File: config.mk
export PLATFORM = sky130hd
export DESIGN_NAME = lc3_control
export DESIGN_NICKNAME = d
export VERILOG_FILES = /design/src/hw/rtl/lc3_pkg.sv /design/src/hw/rtl/lc3_control.sv
export SDC_FILE = /design/constraint.sdc
export NUM_CORES = 1
export LEC_CHECK = 0
export BUFFER_PORTS_ARGS = -buffer_cell sky130_fd_sc_hd__buf_2
export CAP_MARGIN = 20
export CORE_AREA = 4 4 41 43
export CTS_CLUSTER_DIAMETER = 150
export DETAILED_ROUTE_END_ITERATION = 16
export DIE_AREA = 0 0 45 47
export PLACE_DENSITY = 0.71
export SLEW_MARGIN = 15
export SYNTH_ARGS = -nofsm -noshare
export SYNTH_HDL_FRONTEND = slang
export SYNTH_SLANG_ARGS = --single-unit
File: constraint.sdc
create_clock -name clock -period 1.2 [get_ports clock]
set_clock_uncertainty 0.1 [all_clocks]
set_input_delay 0.18 -clock clock [delete_from_list [all_inputs] [get_ports clock]]
set_output_delay 0.18 -clock clock [all_outputs]
set_load 0.02 [all_outputs]
File: src/hw/rtl/lc3_pkg.sv
`timescale 1ns / 1ps
// ----------------------------------------------------------------------------
// LC-3 executor package
// Shared types, constants and opcode names for the LC-3 instruction executor.
// ----------------------------------------------------------------------------
package lc3_pkg;

   localparam int ADDR_BITS = 16;
   localparam int MEM_DEPTH = 1 << ADDR_BITS;

   localparam logic [15:0] START_PC_RESET = 16'h3000;
   localparam logic [7:0]  HALT_VECTOR    = 8'h25;

   localparam logic [1:0] REQ_MEM_WRITE = 2'd0;
   localparam logic [1:0] REQ_EXECUTE   = 2'd1;
   localparam logic [1:0] REQ_MEM_READ  = 2'd2;
   localparam logic [1:0] REQ_REG_READ  = 2'd3;

   localparam logic [3:0] OP_BR   = 4'd0;
   localparam logic [3:0] OP_ADD  = 4'd1;
   localparam logic [3:0] OP_LD   = 4'd2;
   localparam logic [3:0] OP_ST   = 4'd3;
   localparam logic [3:0] OP_JSR  = 4'd4;
   localparam logic [3:0] OP_AND  = 4'd5;
   localparam logic [3:0] OP_LDR  = 4'd6;
   localparam logic [3:0] OP_STR  = 4'd7;
   localparam logic [3:0] OP_NOT  = 4'd9;
   localparam logic [3:0] OP_LDI  = 4'd10;
   localparam logic [3:0] OP_STI  = 4'd11;
   localparam logic [3:0] OP_JMP  = 4'd12;
   localparam logic [3:0] OP_LEA  = 4'd14;
   localparam logic [3:0] OP_TRAP = 4'd15;

   localparam logic [2:0] CC_N = 3'd4;
   localparam logic [2:0] CC_Z = 3'd2;
   localparam logic [2:0] CC_P = 3'd1;

   typedef struct packed {
      logic [1:0]  req_type;
      logic [15:0] address;
      logic [15:0] write_data;
      logic [2:0]  reg_index;
   } req_type_type;

   typedef struct packed {
      logic [15:0] read_value;
      logic [15:0] pc_now;
      logic [2:0]  cond_flags;
      logic        trap_taken;
      logic [7:0]  trap_vector;
      logic        halted;
      logic        fault;
   } rsp_type;

   // memory address select for the datapath
   typedef enum logic [1:0] {
      MA_REQ, MA_PC, MA_EA, MA_MDR
   } maddr_sel_type;

   // controller -> datapath
   typedef struct packed {
      logic          load_req;
      maddr_sel_type maddr_sel;
      logic          mem_en;
      logic          mem_we;
      logic          wdata_reg;   // store data from register file
      logic          latch_ir;
      logic          latch_mdr;
      logic          exec;        // perform register/PC/flag update
      logic          load_result; // latch the response fields
   } ctl_type;

   // datapath -> controller
   typedef struct packed {
      logic [1:0] req_type;
      logic [3:0] opcode;
      logic       stopped;
   } sts_type;

   function automatic logic [2:0] cc_of(input logic [15:0] v);
      if (v == 16'd0)  return CC_Z;
      else if (v[15])  return CC_N;
      else             return CC_P;
   endfunction

endpackage

File: src/hw/rtl/lc3_control.sv
`timescale 1ns / 1ps
// ----------------------------------------------------------------------------
// LC-3 controller
// Sequences request decode, fetch, memory accesses, execute and result.
// ----------------------------------------------------------------------------
module lc3_control (
   input  logic             clock,
   input  logic             reset,
   input  logic             start,
   output logic             busy,
   output logic             rsp_valid,
   input  lc3_pkg::sts_type sts,
   output lc3_pkg::ctl_type ctl
);
   import lc3_pkg::*;

   typedef enum logic [2:0] {
      ST_IDLE, ST_DECODE, ST_FETCH, ST_ACCESS, ST_INDIRECT, ST_EXEC, ST_DONE
   } state_type;

   state_type state_ff, state_in;
   logic      busy_ff, busy_in, valid_ff, valid_in;

   always_comb begin
      state_in = state_ff;
      busy_in  = busy_ff;
      valid_in = 1'b0;
      ctl      = '0;
      ctl.maddr_sel = MA_PC;
      case (state_ff)
         ST_IDLE: begin
            if (start) begin
               ctl.load_req = 1'b1;
               busy_in  = 1'b1;
               state_in = ST_DECODE;
            end
         end
         ST_DECODE: begin
            case (sts.req_type)
               REQ_MEM_WRITE: begin
                  ctl.maddr_sel = MA_REQ;
                  ctl.mem_en = 1'b1;
                  ctl.mem_we = 1'b1;
                  state_in = ST_DONE;
               end
               REQ_MEM_READ: begin
                  ctl.maddr_sel = MA_REQ;
                  ctl.mem_en = 1'b1;
                  state_in = ST_DONE;
               end
               REQ_EXECUTE: begin
                  if (sts.stopped) begin
                     state_in = ST_DONE;
                  end else begin
                     ctl.mem_en = 1'b1;
                     state_in = ST_FETCH;
                  end
               end
               default: state_in = ST_DONE;
            endcase
         end
         ST_FETCH: begin
            ctl.latch_ir = 1'b1;
            state_in = ST_ACCESS;
         end
         ST_ACCESS: begin
            ctl.maddr_sel = MA_EA;
            case (sts.opcode)
               OP_LD, OP_LDR, OP_LDI, OP_STI: begin
                  ctl.mem_en = 1'b1;
                  state_in = (sts.opcode == OP_LDI || sts.opcode == OP_STI)
                             ? ST_INDIRECT : ST_EXEC;
               end
               OP_ST, OP_STR: begin
                  ctl.mem_en = 1'b1;
                  ctl.mem_we = 1'b1;
                  ctl.wdata_reg = 1'b1;
                  state_in = ST_EXEC;
               end
               default: state_in = ST_EXEC;
            endcase
         end
         ST_INDIRECT: begin
            ctl.latch_mdr = 1'b1;
            state_in = ST_EXEC;
         end
         ST_EXEC: begin
            ctl.maddr_sel = MA_MDR;
            // second indirect access uses the latched pointer
            if (sts.opcode == OP_LDI) begin
               ctl.mem_en = 1'b1;
               state_in = ST_DONE;
            end else if (sts.opcode == OP_STI) begin
               ctl.mem_en = 1'b1;
               ctl.mem_we = 1'b1;
               ctl.wdata_reg = 1'b1;
               ctl.exec = 1'b1;
               ctl.load_result = 1'b1;
               valid_in = 1'b1;
               busy_in  = 1'b0;
               state_in = ST_IDLE;
            end else begin
               ctl.exec = 1'b1;
               ctl.load_result = 1'b1;
               valid_in = 1'b1;
               busy_in  = 1'b0;
               state_in = ST_IDLE;
            end
         end
         ST_DONE: begin
            ctl.exec = (sts.req_type == REQ_EXECUTE) && !sts.stopped;
            ctl.load_result = 1'b1;
            valid_in = 1'b1;
            busy_in  = 1'b0;
            state_in = ST_IDLE;
         end
         default: state_in = ST_IDLE;
      endcase
   end

   always_ff @(posedge clock) begin
      if (reset) begin
         state_ff <= ST_IDLE;
         busy_ff  <= 1'b0;
         valid_ff <= 1'b0;
      end else begin
         state_ff <= state_in;
         busy_ff  <= busy_in;
         valid_ff <= valid_in;
      end
   end

   assign busy      = busy_ff;
   assign rsp_valid = valid_ff;

endmodule

-- Yosys cells after proc, flatten, opt, wreduce, memory -nomap -nowiden
Index checks and enable logic that the tools add are counted.
- flip-flop bits (word level): 5
- bits of input ports: 10
- output and inout port bits: 12
- logic and storage cells: 59
- eq/ne operators: 16
- muxes and demuxes: 29
- reductions and logical operators: 11
- operators with widths (operator ; count):
    $pmux W3 S6 ; 1
    $mux W3 ; 5
    $mux W1 ; 14
    $pmux W4 S3 ; 1
    $eq A3 B3 Y1 const B ; 3
    $eq A4 B2 Y1 const B ; 2
    $eq A4 B3 Y1 const B ; 2
    $eq A4 B4 Y1 const B ; 2
    $eq A3 B2 Y1 const B ; 2
    $mux W2 ; 3
    $pmux W1 S2 ; 3
    $reduce_or A6 Y1 ; 1
    $ne A2 B2 Y1 const B ; 2
    $pmux W2 S2 ; 1
    $reduce_or A2 Y1 ; 2
    $reduce_or A4 Y1 ; 1
    $eq A3 B1 Y1 const B ; 1
    $logic_not A3 Y1 ; 1
    $pmux W1 S3 ; 1
    $reduce_and A3 Y1 ; 1
    $reduce_bool A3 Y1 ; 1
    $eq A2 B1 Y1 const B ; 1
    $eq A2 B2 Y1 const B ; 1
    $logic_not A2 Y1 ; 1
    3 further kinds ; 3

-- Depth between registers and ports, before layout
- depth in word-level cells: 5
- depth in mapped cells: 4
- depth with buffers taken out: 3

-- Worst setup path before layout
No wires, ideal clock.
- path kind: reg2out
- start: register state_ff[2]
- end: output ctl[5] (netlist name)
- arrival time: 1168 ps
- data required time: 920 ps
- slack: -248 ps
- stages on the path, launching flop included: 5
- path buffers: 1
- cells stage by stage: dfxtp_1 -> buf_6 -> nor4bb_4 -> o2111a_2 -> a31o_1
- RTL lines (what ; RTL line ; source):
    from (decl) ; lc3_control.sv:21 ; state_type state_ff, state_in;
    from (signal assigned) ; lc3_control.sv:127 ; state_ff <= state_in;
    to (decl) ; lc3_control.sv:13 ; output lc3_pkg::ctl_type ctl

==> impl_metrics.ini <==
[power]
switching_power_uw = 323
p_leak_uw = 0.000373
ir_drop_v = 0.000495
p_per_area_nw_per_um2 = 1070
p_comb_share_pct = 54.8
power_uw = 901
p_int_uw = 577
swShare_pct = 35.9
p_clk_share_pct = 20.7
seqPwrFrac_pct = 24.5

[logic_synthesis]
synthCells = 51
ys_warn_count = 0
synthDistinctLibCells = 32
yosysTopAreaCell = dfxtp_1
synth_top_area_share_pct = 22.4
synth.net_count = 61
syn_area_um2 = 447
synth.avg_cell_area_um2 = 8.76
yosysSeqAreaShare_pct = 22.4
ys_seq_elements = 5
synth_area_leaders = dfxtp_1, nor4bb_4, buf_6, a21oi_1, and2b_1

[clock_network]
clock-root-buffer = clkbuf_4
htree_num_levels = 1
clock_sinks = 5
clkTransAtPathRegs_ns = 0.04
hold_buffers = 0
cts_inserted_buffers = 3
clk_latency_ns = 0.23
cts_tree = yes
cts_buffer_depth = 2

[die]
io_pins = 22
start_util_pct = 34.3
fp.dieH_um = 47
num_rows = 13
core_um2 = 1300
dieArea_um2 = 2120
dieWidth_um = 45

[status]
status = finished with violations
violations = setup timing

[global_route]
grt_usage_pct = 13.8
grt_pass1_wl_um = 2170
grt_start_max_net_pins = 10
grt_pass1_vias = 507
antenna_found_initial = 0
grt_overflow = 0

[routing]
wl_um = 1280
drcViolationCount = 0
ant_nets = 0
vias = 518
first_iter_violations = 1
wl_per_cell_um = 12.6
dr.pass1.iters = 2
vias_per_cell = 5.13

[run]
max_cap_viol_count = 0

[min_path]
min_from = reset
hp-class = in -> reg
min_to = state_ff[1]
hold-path-cell-count = 2

[place]
dp_cells = 94
io_buffers = 21
dp_hpwl_um = 929
gp_congestion = 0.800
place_area_um2 = 674

[critical_path]
critPathKind = reg -> out
cp_max_fo = 3
reg2reg_from = state_ff[1]
cp_data_required_time_ns = 0.92
r2r-end = state_ff[2]
worstSetupEndpointType = output pin
worstPathArrival_ns = 1.34
r2r_cells = 5
critical_path.startpoint_type = register
reg2reg_slack_ns = -0.13

[timing]
fmax_mhz = 619
worst_pin_slew_ns = 0.335
rsz0062_at_grt = yes
finalSetupViolCount = 13
max_slew_margin_pct = 77.6
final_max_slew_viol_count = 0
fin_crit_sh_pct = 135
report.final.hold_viol_count = 0
finalWorstSetupSlack_ns = -0.416
final.setup.tns_ns = -3.42
finalCriticalPeriod_ns = 1.62
whs_ns = 0.0779

[final_layout]
area_delta_synth_final_pct = 88.5
fin_area_um2 = 842
nets = 97
final_cells = 101
drive_gt1_share_pct = 69.8
n_antenna_cell = 0
what timing repair did:
action | 4_1_cts | 5_1_grt
buffers inserted | 2 | 1
pin swaps | 6 | 5
gates resized for setup | 26 | 6
setup endpoints to repair | 12 | 13
worst max-delay path by stage:
stage,start,endpoint,slack [ns],cells past startpoint
2_1_floorplan,state_ff[2],ctl[5],-0.19,4
3_3_place_gp,state_ff[1],ctl[5],-0.19,4
3_5_place_dp,state_ff[1],ctl[6],-0.21,5
4_1_cts,state_ff[1],ctl[5],-0.42,4
5_1_grt,state_ff[2],ctl[5],-0.45,4
6_report,state_ff[2],ctl[5],-0.42,4
kinds of logic after synthesis:
logic type	Yosys count	synth area share, %
AND/OR/NAND/NOR	25	40.6
AO/OA/AOI/OAI	15	26.3
flip-flops	5	22.4
buffers and inverters	5	8.68
XOR/XNOR	1	1.96
critical path: stages, from the launching register on:
cell	delay, ns
dfxtp_4	0.35
nor4bb_4	0.15
o2111a_2	0.27
a31o_4	0.20
buf_6	0.12
layout by cell type (no fill, tap or decap), types with 2 or more instances in the layout:
cell type / Yosys / layout
buf_2: 1 / 13
a21oi_1: 4 / 3
nand2_1: 4 / 3
dfxtp_4: 0 / 3
clkbuf_4: 0 / 3
dfxtp_1: 5 / 2
nor2_1: 3 / 3
nor3_2: 1 / 2
buf_6: 2 / 8
buf_4: 1 / 14
flip-flops by register name (all words and copies together), names as in the netlist:
signal / count
rsp_valid: 1
busy: 1
state_ff: 3
power groups by stage:
stage / Combinational, uW / Sequential, uW / Clock [uW]
final: 494 / 220 / 187
after global routing: 533 / 226 / 203
after CTS: 461 / 219 / 196
after detailed placement: 386 / 216 / 0
after global placement: 382 / 216 / 0
after floorplan: 260 / 220 / 0
through the flow:
step | utilization, % | setup slack, ns
floorplan | - | -0.190
global placement | 51.8 | -0.190
detailed placement | 51.8 | -0.207
CTS | 61.6 | -0.415
global route | 64.7 | -0.453
finish | 64.7 | -0.416
Yosys cell counts:
cell       count
a211o_1        1
a21oi_1        4
a31o_1         1
and2_1         2
and2b_1        2
and4bb_1       1
buf_2          1
buf_4          1
buf_6          2
dfxtp_1        5
inv_2          1
nand2_1        4
nand2b_1       2
nand3_1        2
nand3b_1       1
nand4bb_1      1
nor2_1         3
nor2b_1        1
nor3_1         2
nor3_2         1
nor3b_1        1
nor4b_2        1
nor4bb_4       1
o2111a_2       1
o211a_1        1
o211ai_1       1
o21ai_1        2
o21bai_1       1
o2bb2ai_1      1
o2bb2ai_2      1
o311ai_1       1
xor2_1         1
metal layers:
metal | part of all wire [%] | track usage [%] | vias up | wire length [um]
met3 | 6.4 | 0.766 | 2 | 82
met1 | 37 | 15.7 | 236 | 476
met4 | 1.9 | 5.26 | 0 | 24
met5 | 0 | 0 | - | 0
li1 | - | - | 262 | -
met2 | 54 | 26.8 | 18 | 693
area by class of cell:
type                            count  area (um^2)
Clock buffer                        4         26.3
Inverter                            1         8.76
Multi-Input combinational cell     41          417
Tap cell                           15         18.8
Timing Repair Buffer               35          260
Fill cell                         117          459
Sequential cell                     5          111
Note: power is estimated with default switching activity, not from simulation.
